### src/hdl/bitmap_page_allocator_macros.svh
// assertion macros for the bitmap page allocator
`ifndef BITMAP_PAGE_ALLOCATOR_MACROS_SVH
`define BITMAP_PAGE_ALLOCATOR_MACROS_SVH

// same-cycle implication, checked outside reset
`define BPA_ASSERT_NOW(label, clk, rst_n, ante, cons) \
	label: assert property (@(posedge clk) disable iff (!rst_n) (ante) |-> (cons)) \
		else $error("bitmap page allocator check failed");

// next-cycle implication, checked outside reset
`define BPA_ASSERT_NEXT(label, clk, rst_n, ante, cons) \
	label: assert property (@(posedge clk) disable iff (!rst_n) (ante) |=> (cons)) \
		else $error("bitmap page allocator check failed");

`endif

### src/hdl/bpa_pkg.sv
// shared types and constants of the bitmap page allocator
package bpa_pkg;

	localparam int PAGE_W   = 20;
	localparam int CMD_W    = 2;
	localparam int STATUS_W = 2;
	localparam int SIZE_W   = 11;
	localparam int WORD_W   = 32;
	localparam int BIT_W    = 5;

	localparam logic [PAGE_W:0] PAGE_SPACE = 21'h100000;

	localparam logic [CMD_W-1:0] CMD_ALLOC = 2'd0;
	localparam logic [CMD_W-1:0] CMD_FREE  = 2'd1;
	localparam logic [CMD_W-1:0] CMD_MARK  = 2'd2;

	localparam logic [STATUS_W-1:0] STATUS_OK    = 2'd0;
	localparam logic [STATUS_W-1:0] STATUS_NOMEM = 2'd1;
	localparam logic [STATUS_W-1:0] STATUS_RANGE = 2'd2;

	localparam logic [SIZE_W-1:0] POOL_SIZE_RST = 11'd1024;

	typedef struct packed {
		logic             found;
		logic [BIT_W-1:0] idx;
	} bpa_hit_t;

	// bits below k set
	function automatic logic [WORD_W-1:0] lo_mask(input logic [BIT_W-1:0] k);
		logic [WORD_W:0] t;
		t = ({{WORD_W{1'b0}}, 1'b1} << k) - {{WORD_W{1'b0}}, 1'b1};
		return t[WORD_W-1:0];
	endfunction

endpackage

### src/hdl/bpa_channels.sv
// request and response channel interfaces
interface bpa_req_if;
	import bpa_pkg::*;
	logic              valid;
	logic              ready;
	logic [CMD_W-1:0]  cmd;
	logic [PAGE_W-1:0] page;
	modport source (output valid, cmd, page, input ready);
	modport sink (input valid, cmd, page, output ready);
endinterface

interface bpa_rsp_if;
	import bpa_pkg::*;
	logic                valid;
	logic                ready;
	logic [PAGE_W-1:0]   page_res;
	logic [STATUS_W-1:0] status;
	modport source (output valid, page_res, status, input ready);
	modport sink (input valid, page_res, status, output ready);
endinterface

### src/hdl/bpa_bitmap_ram.sv
// used-bit bitmap memory, one write and one registered read port
module bpa_bitmap_ram #(
	parameter int WORDS = 32,
	parameter int WAW   = 5
) (
	input  logic                      clk,
	input  logic                      we,
	input  logic [WAW-1:0]            waddr,
	input  logic [bpa_pkg::WORD_W-1:0] wdata,
	input  logic                      re,
	input  logic [WAW-1:0]            raddr,
	output logic [bpa_pkg::WORD_W-1:0] rdata
);
	import bpa_pkg::*;

	logic [WORD_W-1:0] mem [WORDS];

	always_ff @(posedge clk) begin
		if (we) begin
			mem[waddr] <= wdata;
		end
		if (re) begin
			rdata <= mem[raddr];
		end
	end

endmodule

### src/hdl/bpa_word_scan.sv
// masks one bitmap word to the live scan window and finds its lowest free page
module bpa_word_scan #(
	parameter int WAW = 5,
	parameter int CW  = 11
) (
	input  logic [WAW-1:0]             addr,
	input  logic                       wrap,
	input  logic [CW-1:0]              off,
	input  logic [CW-1:0]              n,
	input  logic [bpa_pkg::WORD_W-1:0] data,
	output bpa_pkg::bpa_hit_t          hit
);
	import bpa_pkg::*;

	logic [WAW:0]      addr_x;
	logic [WAW:0]      n_word;
	logic [WAW:0]      off_word;
	logic [WORD_W-1:0] m_n;
	logic [WORD_W-1:0] m_off;
	logic [WORD_W-1:0] free_w;

	assign addr_x   = (WAW+1)'(addr);
	assign n_word   = n[CW-1:BIT_W];
	assign off_word = off[CW-1:BIT_W];

	// pages below the pool end
	always_comb begin
		if (addr_x < n_word) begin
			m_n = '1;
		end else if (addr_x == n_word) begin
			m_n = lo_mask(n[BIT_W-1:0]);
		end else begin
			m_n = '0;
		end
	end

	// first lap from the offset up, second lap up to the offset
	always_comb begin
		if (!wrap) begin
			if (addr_x > off_word) begin
				m_off = '1;
			end else if (addr_x == off_word) begin
				m_off = ~lo_mask(off[BIT_W-1:0]);
			end else begin
				m_off = '0;
			end
		end else begin
			if (addr_x < off_word) begin
				m_off = '1;
			end else if (addr_x == off_word) begin
				m_off = lo_mask(off[BIT_W-1:0]);
			end else begin
				m_off = '0;
			end
		end
	end

	assign free_w = ~data & m_n & m_off;

	always_comb begin
		hit.found = |free_w;
		hit.idx   = '0;
		for (int i = WORD_W - 1; i >= 0; i--) begin
			if (free_w[i]) begin
				hit.idx = BIT_W'(i);
			end
		end
	end

endmodule

### src/hdl/bitmap_page_allocator.sv
// next-fit bitmap page allocator top level
// One used bit per pool page is held in a bitmap memory of 32-page words with a
// single registered read port; items are handled one at a time. An allocate
// reads one bitmap word per cycle from the word holding the rotating offset,
// wrapping at the pool end, until it finds a free page or a full lap finds the
// pool full. A free or mark is a read-modify-write of one word; a free or mark
// of a page outside the pool skips the write, and an unused command or an
// allocate on an empty pool goes straight to the result. The result sits in an
// output register, so the next item is taken while it waits. After reset the
// block clears the bitmap, one word per cycle, before taking its first item;
// configuration writes are taken throughout. pool_base_page lies at byte
// address 0 and pool_size at 4; the pool is cut to POOL_PAGES pages and to the
// end of the 20-bit page space.
`include "bitmap_page_allocator_macros.svh"

module bitmap_page_allocator #(
	parameter int POOL_PAGES = 1024
) (
	input  logic                       clk,
	input  logic                       arst_n,
	bpa_req_if.sink                    req,
	bpa_rsp_if.source                  rsp,
	input  logic                       psel,
	input  logic                       penable,
	input  logic                       pwrite,
	input  logic [2:0]                 paddr,
	input  logic [31:0]                pwdata,
	output logic [31:0]                prdata,
	output logic                       pready
);
	import bpa_pkg::*;

	// bitmap geometry
	localparam int WORDS = (POOL_PAGES + WORD_W - 1) / WORD_W;
	localparam int WAW   = (WORDS > 1) ? $clog2(WORDS) : 1;
	// wide enough for any page offset and for the pool size itself
	localparam int CW    = WAW + BIT_W + 1;
	localparam logic [WAW-1:0] LAST_WORD = WAW'(WORDS - 1);

	typedef enum logic [5:0] {
		S_CLEAR  = 6'b000001,
		S_IDLE   = 6'b000010,
		S_SCAN   = 6'b000100,
		S_RMW_RD = 6'b001000,
		S_RMW_WR = 6'b010000,
		S_DONE   = 6'b100000
	} state_t;

	state_t              state_q;
	logic [WAW-1:0]      clr_q;

	// configuration
	logic [PAGE_W-1:0]   base_q;
	logic [SIZE_W-1:0]   size_q;
	logic                cfg_wr;

	// allocator state kept outside the bitmap
	logic [CW-1:0]       next_off_q;

	// per-item context
	logic [CW-1:0]       n_q;
	logic [CW-1:0]       off_q;
	logic [PAGE_W-1:0]   page_q;
	logic [CMD_W-1:0]    cmd_q;
	logic [BIT_W-1:0]    bit_q;

	// scan read pipeline
	logic [WAW-1:0]      cur_q;
	logic                wrap_q;
	logic                v_s1;
	logic [WAW-1:0]      addr_s1;
	logic                wrap_s1;

	// pending and output results
	logic [PAGE_W-1:0]   pres_q;
	logic [STATUS_W-1:0] pst_q;
	logic                out_v_q;
	logic [PAGE_W-1:0]   out_page_q;
	logic [STATUS_W-1:0] out_st_q;

	// bitmap port
	logic                mem_we;
	logic [WAW-1:0]      mem_waddr;
	logic [WORD_W-1:0]   mem_wdata;
	logic                mem_re;
	logic [WAW-1:0]      mem_raddr;
	logic [WORD_W-1:0]   mem_rdata;

	// derived values
	logic [PAGE_W:0]     room_c;
	logic [PAGE_W:0]     len_c;
	logic [CW-1:0]       n_c;
	logic [CW-1:0]       start_c;
	logic [CW-1:0]       n_m1;
	logic [WAW-1:0]      last_w;
	logic                last_s1;
	logic [PAGE_W:0]     diff_c;
	logic                in_rng;
	logic [CW-1:0]       idx_c;
	logic [CW-1:0]       found_off;
	logic [CW-1:0]       found_nx;
	logic [CW-1:0]       next_off_c;
	logic [PAGE_W-1:0]   found_page;
	logic                accept;
	logic                load_out;
	bpa_hit_t            hit;

	// effective pool length: smallest of register, capacity and page space room
	always_comb begin
		room_c = PAGE_SPACE - {1'b0, base_q};
		len_c  = (PAGE_W+1)'(size_q);
		if (len_c > (PAGE_W+1)'(POOL_PAGES)) begin
			len_c = (PAGE_W+1)'(POOL_PAGES);
		end
		if (len_c > room_c) begin
			len_c = room_c;
		end
	end

	assign n_c     = CW'(len_c);
	// an offset left beyond a shrunk pool restarts at the pool start
	assign start_c = (next_off_q < n_c) ? next_off_q : '0;

	assign n_m1    = n_q - CW'(1);
	assign last_w  = n_m1[WAW+BIT_W-1:BIT_W];
	// second lap back at the starting word closes the lap
	assign last_s1 = wrap_s1 && ((WAW+1)'(addr_s1) == off_q[CW-1:BIT_W]);

	// free and mark range check relative to the pool base
	assign diff_c  = {1'b0, page_q} - {1'b0, base_q};
	assign in_rng  = !diff_c[PAGE_W] && (diff_c[PAGE_W-1:0] < PAGE_W'(n_q));
	assign idx_c   = diff_c[CW-1:0];

	assign found_off  = CW'({addr_s1, hit.idx});
	assign found_nx   = found_off + CW'(1);
	assign next_off_c = (found_nx >= n_q) ? '0 : found_nx;
	assign found_page = base_q + PAGE_W'(found_off);

	assign accept   = req.valid && req.ready;
	assign load_out = (state_q == S_DONE) && (!out_v_q || rsp.ready);

	assign req.ready    = (state_q == S_IDLE);
	assign rsp.valid    = out_v_q;
	assign rsp.page_res = out_page_q;
	assign rsp.status   = out_st_q;

	// apb register port, index taken from the word address bit
	assign pready = 1'b1;
	assign cfg_wr = psel && penable && pwrite && pready;
	assign prdata = paddr[2] ? 32'(size_q) : 32'(base_q);

	bpa_word_scan #(
		.WAW (WAW),
		.CW  (CW)
	) u_scan (
		.addr (addr_s1),
		.wrap (wrap_s1),
		.off  (off_q),
		.n    (n_q),
		.data (mem_rdata),
		.hit  (hit)
	);

	bpa_bitmap_ram #(
		.WORDS (WORDS),
		.WAW   (WAW)
	) u_ram (
		.clk   (clk),
		.we    (mem_we),
		.waddr (mem_waddr),
		.wdata (mem_wdata),
		.re    (mem_re),
		.raddr (mem_raddr),
		.rdata (mem_rdata)
	);

	// bitmap access per state
	always_comb begin
		mem_we    = 1'b0;
		mem_waddr = addr_s1;
		mem_wdata = mem_rdata;
		mem_re    = 1'b0;
		mem_raddr = cur_q;
		case (state_q)
			S_CLEAR: begin
				mem_we    = 1'b1;
				mem_waddr = clr_q;
				mem_wdata = '0;
			end
			S_SCAN: begin
				mem_re = 1'b1;
				// claim the first free page of the word
				if (v_s1 && hit.found) begin
					mem_we    = 1'b1;
					mem_wdata = mem_rdata | (WORD_W'(1) << hit.idx);
				end
			end
			S_RMW_RD: begin
				mem_re    = in_rng;
				mem_raddr = idx_c[WAW+BIT_W-1:BIT_W];
			end
			S_RMW_WR: begin
				mem_we = 1'b1;
				if (cmd_q == CMD_MARK) begin
					mem_wdata = mem_rdata | (WORD_W'(1) << bit_q);
				end else begin
					mem_wdata = mem_rdata & ~(WORD_W'(1) << bit_q);
				end
			end
			default: begin
				mem_we = 1'b0;
			end
		endcase
	end

	// control and configuration
	always_ff @(posedge clk or negedge arst_n) begin
		if (!arst_n) begin
			state_q    <= S_CLEAR;
			clr_q      <= '0;
			base_q     <= '0;
			size_q     <= POOL_SIZE_RST;
			next_off_q <= '0;
			cur_q      <= '0;
			wrap_q     <= 1'b0;
			v_s1       <= 1'b0;
			out_v_q    <= 1'b0;
		end else begin
			if (cfg_wr) begin
				if (paddr[2]) begin
					size_q <= pwdata[SIZE_W-1:0];
				end else begin
					base_q <= pwdata[PAGE_W-1:0];
				end
			end
			// a result taken this cycle is replaced only by a new one
			if (rsp.ready && out_v_q && !load_out) begin
				out_v_q <= 1'b0;
			end
			case (state_q)
				S_CLEAR: begin
					clr_q <= clr_q + WAW'(1);
					if (clr_q == LAST_WORD) begin
						state_q <= S_IDLE;
					end
				end
				S_IDLE: begin
					if (accept) begin
						if (req.cmd == CMD_ALLOC) begin
							if (n_c == '0) begin
								state_q <= S_DONE;
							end else begin
								cur_q   <= start_c[WAW+BIT_W-1:BIT_W];
								wrap_q  <= 1'b0;
								v_s1    <= 1'b0;
								state_q <= S_SCAN;
							end
						end else if (req.cmd == CMD_FREE || req.cmd == CMD_MARK) begin
							state_q <= S_RMW_RD;
						end else begin
							state_q <= S_DONE;
						end
					end
				end
				S_SCAN: begin
					// one word read per cycle, evaluated the cycle after
					if (cur_q == last_w) begin
						cur_q  <= '0;
						wrap_q <= 1'b1;
					end else begin
						cur_q <= cur_q + WAW'(1);
					end
					if (v_s1 && hit.found) begin
						next_off_q <= next_off_c;
						v_s1       <= 1'b0;
						state_q    <= S_DONE;
					end else if (v_s1 && last_s1) begin
						v_s1    <= 1'b0;
						state_q <= S_DONE;
					end else begin
						v_s1 <= 1'b1;
					end
				end
				S_RMW_RD: begin
					if (in_rng) begin
						state_q <= S_RMW_WR;
					end else begin
						state_q <= S_DONE;
					end
				end
				S_RMW_WR: begin
					state_q <= S_DONE;
				end
				S_DONE: begin
					if (load_out) begin
						out_v_q <= 1'b1;
						state_q <= S_IDLE;
					end
				end
				default: begin
					state_q <= S_IDLE;
				end
			endcase
		end
	end

	// item context and result payload
	always_ff @(posedge clk) begin
		case (state_q)
			S_IDLE: begin
				n_q    <= n_c;
				off_q  <= start_c;
				page_q <= req.page;
				cmd_q  <= req.cmd;
				pres_q <= '0;
				if (req.cmd == CMD_ALLOC) begin
					pst_q <= STATUS_NOMEM;
				end else begin
					pst_q <= STATUS_OK;
				end
			end
			S_SCAN: begin
				addr_s1 <= cur_q;
				wrap_s1 <= wrap_q;
				if (v_s1 && hit.found) begin
					pres_q <= found_page;
					pst_q  <= STATUS_OK;
				end
			end
			S_RMW_RD: begin
				addr_s1 <= idx_c[WAW+BIT_W-1:BIT_W];
				bit_q   <= idx_c[BIT_W-1:0];
				if (!in_rng) begin
					pst_q <= STATUS_RANGE;
				end
			end
			S_DONE: begin
				if (load_out) begin
					out_page_q <= pres_q;
					out_st_q   <= pst_q;
				end
			end
			default: begin
				pres_q <= pres_q;
			end
		endcase
	end

	// an accepted item holds off the next one
	`BPA_ASSERT_NEXT(a_one_item, clk, arst_n, accept, !req.ready)
	// a new result appears only from the result hand-off state
	`BPA_ASSERT_NOW(a_rsp_src, clk, arst_n, $rose(out_v_q), $past(state_q) == S_DONE)
	// the clearing pass sweeps every word before the first item
	`BPA_ASSERT_NEXT(a_clear_len, clk, arst_n,
		state_q == S_CLEAR && clr_q != LAST_WORD, state_q == S_CLEAR)
	// the stored offset always lies inside the bitmap
	`BPA_ASSERT_NOW(a_off_bound, clk, arst_n, 1'b1, next_off_q < CW'(POOL_PAGES))

endmodule
### src/flat_wrapper.sv
// flat-port wrapper written by rule: the top's interface ports become plain ports
module bitmap_page_allocator_flat import bpa_pkg::*;
#(
	parameter int POOL_PAGES = 1024
)
  (clk, arst_n, psel, penable, pwrite, paddr, pwdata, prdata, pready, req_valid, req_cmd, req_page, req_ready, rsp_valid, rsp_page_res, rsp_status, rsp_ready);
  bpa_req_if req_i ();
  bpa_rsp_if rsp_i ();
  input  logic clk;
  input  logic arst_n;
  input  logic psel;
  input  logic penable;
  input  logic pwrite;
  input  logic [2:0] paddr;
  input  logic [31:0] pwdata;
  output logic [31:0] prdata;
  output logic pready;
  input wire logic [$bits(req_i.valid)-1:0] req_valid;
  input wire logic [$bits(req_i.cmd)-1:0] req_cmd;
  input wire logic [$bits(req_i.page)-1:0] req_page;
  output wire logic [$bits(req_i.ready)-1:0] req_ready;
  output wire logic [$bits(rsp_i.valid)-1:0] rsp_valid;
  output wire logic [$bits(rsp_i.page_res)-1:0] rsp_page_res;
  output wire logic [$bits(rsp_i.status)-1:0] rsp_status;
  input wire logic [$bits(rsp_i.ready)-1:0] rsp_ready;
  assign req_i.valid = req_valid;
  assign req_i.cmd = req_cmd;
  assign req_i.page = req_page;
  assign req_ready = req_i.ready;
  assign rsp_valid = rsp_i.valid;
  assign rsp_page_res = rsp_i.page_res;
  assign rsp_status = rsp_i.status;
  assign rsp_i.ready = rsp_ready;
  bitmap_page_allocator #(.POOL_PAGES(POOL_PAGES)) u_core (.clk(clk), .arst_n(arst_n), .req(req_i), .rsp(rsp_i), .psel(psel), .penable(penable), .pwrite(pwrite), .paddr(paddr), .pwdata(pwdata), .prdata(prdata), .pready(pready));
endmodule
### config.mk
export PLATFORM = sky130hd
export DESIGN_NAME = bitmap_page_allocator_flat
export DESIGN_NICKNAME = d
export VERILOG_FILES = /design/src/hdl/bpa_pkg.sv /design/src/hdl/bpa_channels.sv /design/src/hdl/bpa_bitmap_ram.sv /design/src/hdl/bpa_word_scan.sv /design/src/hdl/bitmap_page_allocator.sv /design/src/flat_wrapper.sv
export VERILOG_INCLUDE_DIRS = /design/src /design/src/hdl
export SDC_FILE = /design/constraint.sdc
export NUM_CORES = 2
export LEC_CHECK = 0
export BUFFER_PORTS_ARGS = -buffer_cell sky130_fd_sc_hd__buf_2
export CORE_MARGIN = 2
export CORE_UTILIZATION = 50
export CTS_CLUSTER_DIAMETER = 80
export CTS_CLUSTER_SIZE = 14
export DETAILED_ROUTE_END_ITERATION = 8
export PLACE_DENSITY = 0.69
export SLEW_MARGIN = 20
export SYNTH_ARGS = -nofsm -noshare
export SYNTH_HDL_FRONTEND = slang
export SYNTH_HIERARCHICAL = 1
export SYNTH_SLANG_ARGS = --single-unit
export TNS_END_PERCENT = 10
### constraint.sdc
create_clock -name clk -period 7 [get_ports clk]
set_input_delay 0.7 -clock clk [delete_from_list [all_inputs] [get_ports clk]]
set_output_delay 0.7 -clock clk [all_outputs]
set_load 0.005 [all_outputs]
## Yosys cells after proc, flatten, opt, wreduce, memory -nomap -nowiden

Memories as Yosys holds them, arrays and structs flattened. A register that Yosys moved wholly into a read port is not among the register bits.
Index checks and enable logic that the tools add are counted.

| word-level totals | value |
|---|---|
| flip-flop bits (word level) | 160 |
| memory bits (writable) | 1,024 |
| bits of input ports | 64 |
| output and inout port bits | 57 |
| word-level logic and storage cells | 192 |
| memories kept | 1 |

Memories:

| memory | words | bits a word | read ports | clocked after memory_dff | write ports | RTL line | RTL |
|---|---|---|---|---|---|---|---|
| u_core.u_ram.mem | 32 | 32 | 1 | 1 | 1 | bpa_bitmap_ram.sv:16 | `logic [WORD_W-1:0] mem [WORDS];` |

| operators by class | value |
|---|---|
| add/subtract/negate cells | 9 |
| magnitude comparators | 8 |
| equality and inequality tests | 22 |
| shift operators | 4 |
| mux-type cells | 87 |
| bitwise gates (word level) | 9 |
| reductions and logical operators | 31 |

Operator list:

| operator | count |
|---|---|
| $mux 32 | 9 |
| $mux 5 | 38 |
| $shl 1x5->32 const A | 4 |
| $and 32x32->32 | 3 |
| $not 32->32 | 3 |
| $pmux 32 s3 | 1 |
| $or 32x32->32 | 2 |
| $sub 32x1->32 const B | 2 |
| $mux 6 | 9 |
| $mux 20 | 2 |
| $pmux 20 s2 | 1 |
| $pmux 6 s6 | 1 |
| $mux 11 | 3 |
| $reduce_or 32->1 | 1 |
| $gt 11x21->1 | 1 |
| $sub 20x20->21 | 1 |
| $sub 21x20->21 const A | 1 |
| $add 20x10->20 | 1 |
| $lt 20x11->1 | 1 |
| $pmux 5 s2 | 2 |
| $mux 1 | 13 |
| $eq 5x6->1 | 2 |
| $lt 5x6->1 | 2 |
| $add 10x1->11 const B | 1 |
| other kinds (36) | 66 |

## Depth between registers and ports, before layout

| logic depth | value |
|---|---|
| word-level depth | 43 |
| gate-level depth with buffers | 31 |
| mapped depth without buffers | 25 |

## Hierarchy

The synthesis kept the hierarchy.

By module, submodules not included:

| module | times used | cells an instance | area each (um^2) | seq. area each (um^2) |
|---|---|---|---|---|
| bpa_bitmap_ram | 1 | 2,260 | 40,812.9 | 31,710.4 |
| bitmap_page_allocator | 1 | 1,244 | 11,279.6 | 4,501.8 |
| bpa_word_scan | 1 | 450 | 2,795.2 | 0.0 |

## Worst setup path after synthesis

No wires, ideal clock.

| timing | value |
|---|---|
| path type | register -> register |
| from | reg u_core.off_q[2] |
| to | reg u_core.next_off_q[1] |
| setup time | 0.083 ns |
| data arrival time | 5.955 ns |
| data required time | 6.917 ns |
| setup slack | 0.962 ns |
| cell stages (with the launch flop) | 30 |
| buffers on the path | 5 |
| clock period less this slack | 6.038 ns |
| path through | edfxtp_1 > buf_2 > buf_2 > or2_2 > nor2_1 > nand2_1 > ha_1 > clkbuf_1 > or4_1 > and3_1 > o21ai_0 > o211ai_1 > a2111oi_0 > o21ai_1 > a21oi_1 > o311a_1 > and2_1 > clkbuf_1 > nand2_1 > nor3_1 > nand3_1 > xor2_1 > inv_1 > ha_1 > and4_1 > o21ai_0 > a21oi_1 > or4b_2 > clkbuf_1 > o21ai_0 |

RTL lines:

| element | RTL line | RTL |
|---|---|---|
| start, declared | bitmap_page_allocator.sv:62 | `logic [CW-1:0] off_q;` |
| start signal, assigned | bitmap_page_allocator.sv:312 | `off_q <= start_c;` |
| end signal, assigned | bitmap_page_allocator.sv:274 | `next_off_q <= next_off_c;` |
| end, declared | bitmap_page_allocator.sv:58 | `logic [CW-1:0] next_off_q;` |

==> metrics.txt <==
status finished clean; vias in the first global route 32241; initial core utilization 50.4%; Syn. warnings 6; unrepaired setup endpoints after global routing no; drc violations 0; Rows 121; Iter 0 DRT Violations 3888; Antenna Cells 0; First-pass DRT Iterations 6; GR Util All Layers 25.2%; via/cell ratio 6.23; IO Port Bufs 93; final non-filler cell total 5509; sequential-to-total area share from yosys stat 66.0%; cell mode on critical path nor2_1; layout cell share with drive strength beyond 1 11.6%; critical path arrival 7.01 ns; max_slew headroom 18.4%; DP Area 57600 um^2; total power 0.0248 W; CP Data Required Time 7.42 ns; Critical Path Slowest Stage Cell or4_1; total number of vias 34307; # fillers 8599; Yosys cell types 97; DP Cell Count 5376; Slew Limit Fails 0; number of hold violations in the final report 0; cell taking the most area after synthesis edfxtp_1; Cells after Synth 3954; leakage power 21.8 nW; Die Y 335 um; Worst setup SP type flip-flop; Area Growth Syn to Fin 10.2%; Detailed Route WL 144000 um; CP cell instances or2_2, nor2_1, nand2_1, ha_1, nand2b_1, or4_1, o211ai_1, mux2i_1, a221oi_2, or4_1, o21ai_1, a21oi_1, o311a_1, ha_1, nor2b_1, o21ai_0, a21oi_1, o21ai_0, a211oi_1, o31ai_2, buf_4, nor2_1, xnor2_1, nor2_1; Root Driver clkbuf_16; CTS Sinks 1216; min cycle time layout 6.59 ns; Num CTS Buffers 98; power per cell area 410 nW/um^2; CTS tree done; fin crit share 94.2%; count leader, synth edfxtp_1; Core Util, Final 55.6%; CTS clk-pin slew, worst paths 0.07 ns; largest fanout on the critical path 6; Top Ports 121; highest clock rate 152 MHz; detailed placement HPWL 87500 um; Post-Syn Area 54900 um^2; ys flop type edfxtp_1; die area 112000 um^2; Routability Congestion 0.943; Congestion Overflow GR 0; clock skew 0.0253 ns; Synth top area share 63.2%; CP Capture Type flip-flop; Setup CP Type flip-flop to flip-flop; MaxCap Viol Count 0; largest net degree at the start of global routing 105; # nets final 4224; first-pass GRT wire length 210000 um; Antenna Nets Post-Route 0; main area contributors after synthesis edfxtp_1, mux2i_1, dfrtp_1, ha_1, a21oi_1; Max H-tree Level 3; worst slew pin tran 1.21 ns; TNS Setup 0 ns; mean routed wirelength per cell 26.1 um; initial antenna violation count 2; Post-synth EDFFs 1155; most instantiated cells after synthesis edfxtp_1, mux2i_1, nand2_1; asr flop ratio synth 5.02%; maximum clock insertion buffer count 3; Mapped Avg Cell Area 13.9 um^2; worst-skew pair later-pin latency 0.70 ns; slowest stage delay, CP 0.56 ns; Chip Width 335 um; Setup Viol. Count Final 0; Design Area, Final 60500 um^2; VDD IR-drop max 0.343 mV; core area 109000 um^2; Hold Crit Class primary input to flip-flop; Yosys reg bits 1216
-- worst paths after layout --
| path | endpoint | from | slack, ns | depth (start not counted) |
|---|---|---|---|---|
| min in group asynchronous | u_core/base_q[18] | arst_n | 0.20 | 2 |
| max reg2reg | u_core/pres_q[12] | u_core/off_q[1] | 0.41 | 24 |
| min reg2reg | u_core/rsp.page_res[9] | u_core/pres_q[9] | 0.42 | 0 |
| min | u_core/page_q[7] | req_page[7] | 0.18 | 1 |
| max in group asynchronous | u_core/size_q[2] | arst_n | 6.26 | 2 |
| max | u_core/pres_q[12] | u_core/off_q[1] | 0.41 | 24 |
-- what timing repair did --
item | CTS | global route
setup buffers | 0 | 0
gates resized for setup | 0 | 5
endpoints found under the setup margin | 0 | 20
hold buffers | 0 | 0
-- per-layer routing --
layer | up-vias | routed length (um) | GRT usage, %
met5 | - | 13 | 0
met3 | 277 | 10600 | 3.49
met1 | 17224 | 61400 | 36.1
met2 | 1439 | 67300 | 40.1
met4 | 2 | 4600 | 7.82
li1 | 15365 | - | -
-- logic make-up (layout without fill, tap and decap cells) --
kind of cell,count (synthesis),after routing,share of synthesized area [%]
muxes,571,571,10.5
and+or+nand+nor,917,917,8.04
buffers and inverters,332,462,2.94
AOI/OAI and AO/OA,766,766,9.44
xor gates and xnor gates,53,53,0.846
adders and majority gates,97,97,2.24
DFF,1216,1216,66.0
other,2,13,0.0137
-- flip-flops by register name (all words and copies together), names as in the netlist, 20 cells and up --
signal               cells
u_core/page_q           20
u_core/u_ram/rdata      32
u_core/pres_q           20
u_core/rsp.page_res     20
u_core/u_ram/mem      1024
u_core/base_q           20
-- through the flow --
step | hold WS [ns] | worst slack (ns)
final | 0.180 | 0.408
after global routing | 0.152 | 0.00357
after floorplan | 0.400 | 0.962
after CTS | 0.136 | 0.323
after detailed placement | 0.405 | 0.315
after global placement | 0.401 | 0.437
-- worst max-delay path: cells and delay by family, from the launching register on --
family / cells / cell delay, ns
AOI/OAI and AO/OA: 10 / 2.53
and+or+nand+nor: 9 / 2.11
adders and majority gates: 2 / 0.62
DFF: 1 / 0.37
muxes: 1 / 0.35
buffers and inverters: 1 / 0.20
xor gates and xnor gates: 1 / 0.14
-- area by class of cell --
cell class	instances	area, um^2	share of cell area, %
Multi-Input combinational cell	2417	17400	28.8
Sequential cell	1216	36200	59.9
Clock buffer	123	2630	4.35
Timing Repair Buffer	231	1910	3.16
Inverter	99	372	0.614
Tap cell	1414	1770	2.92
Clock inverter	9	159	0.263
-- where the power goes --
| part | total (W) | internal (W) | switching, W |
|---|---|---|---|
| clock network | 0.00512 | 0.00266 | 0.00246 |
| logic | 0.0105 | 0.00375 | 0.00680 |
| registers | 0.00912 | 0.00879 | 0.000333 |
-- cell usage in the layout, fill, tap and decap left out, types with 15 or more instances in the layout --
cell       instances
nand2_1          254
xor2_1            19
mux2i_1          531
a31oi_1           68
nor2_1           182
o22a_1            28
and2_1            23
nor2_4            33
nor4_1            20
a211oi_1          15
nor2b_1           35
mux2_2            39
dfrtp_1           59
a22oi_1          100
clkbuf_16        101
clkbuf_1          20
o21a_1            21
a21oi_1          216
o21ai_0          102
nand4_1           23
buf_12            31
a22o_1            67
inv_1             97
or3_1             17
a21o_1            16
nor3_1            72
buf_4            106
xnor2_1           34
nand3b_1          19
edfxtp_1        1155
buf_2             93
nand3_1          143
ha_1              95
No activity file was read; power rests on OpenSTA's default activity.
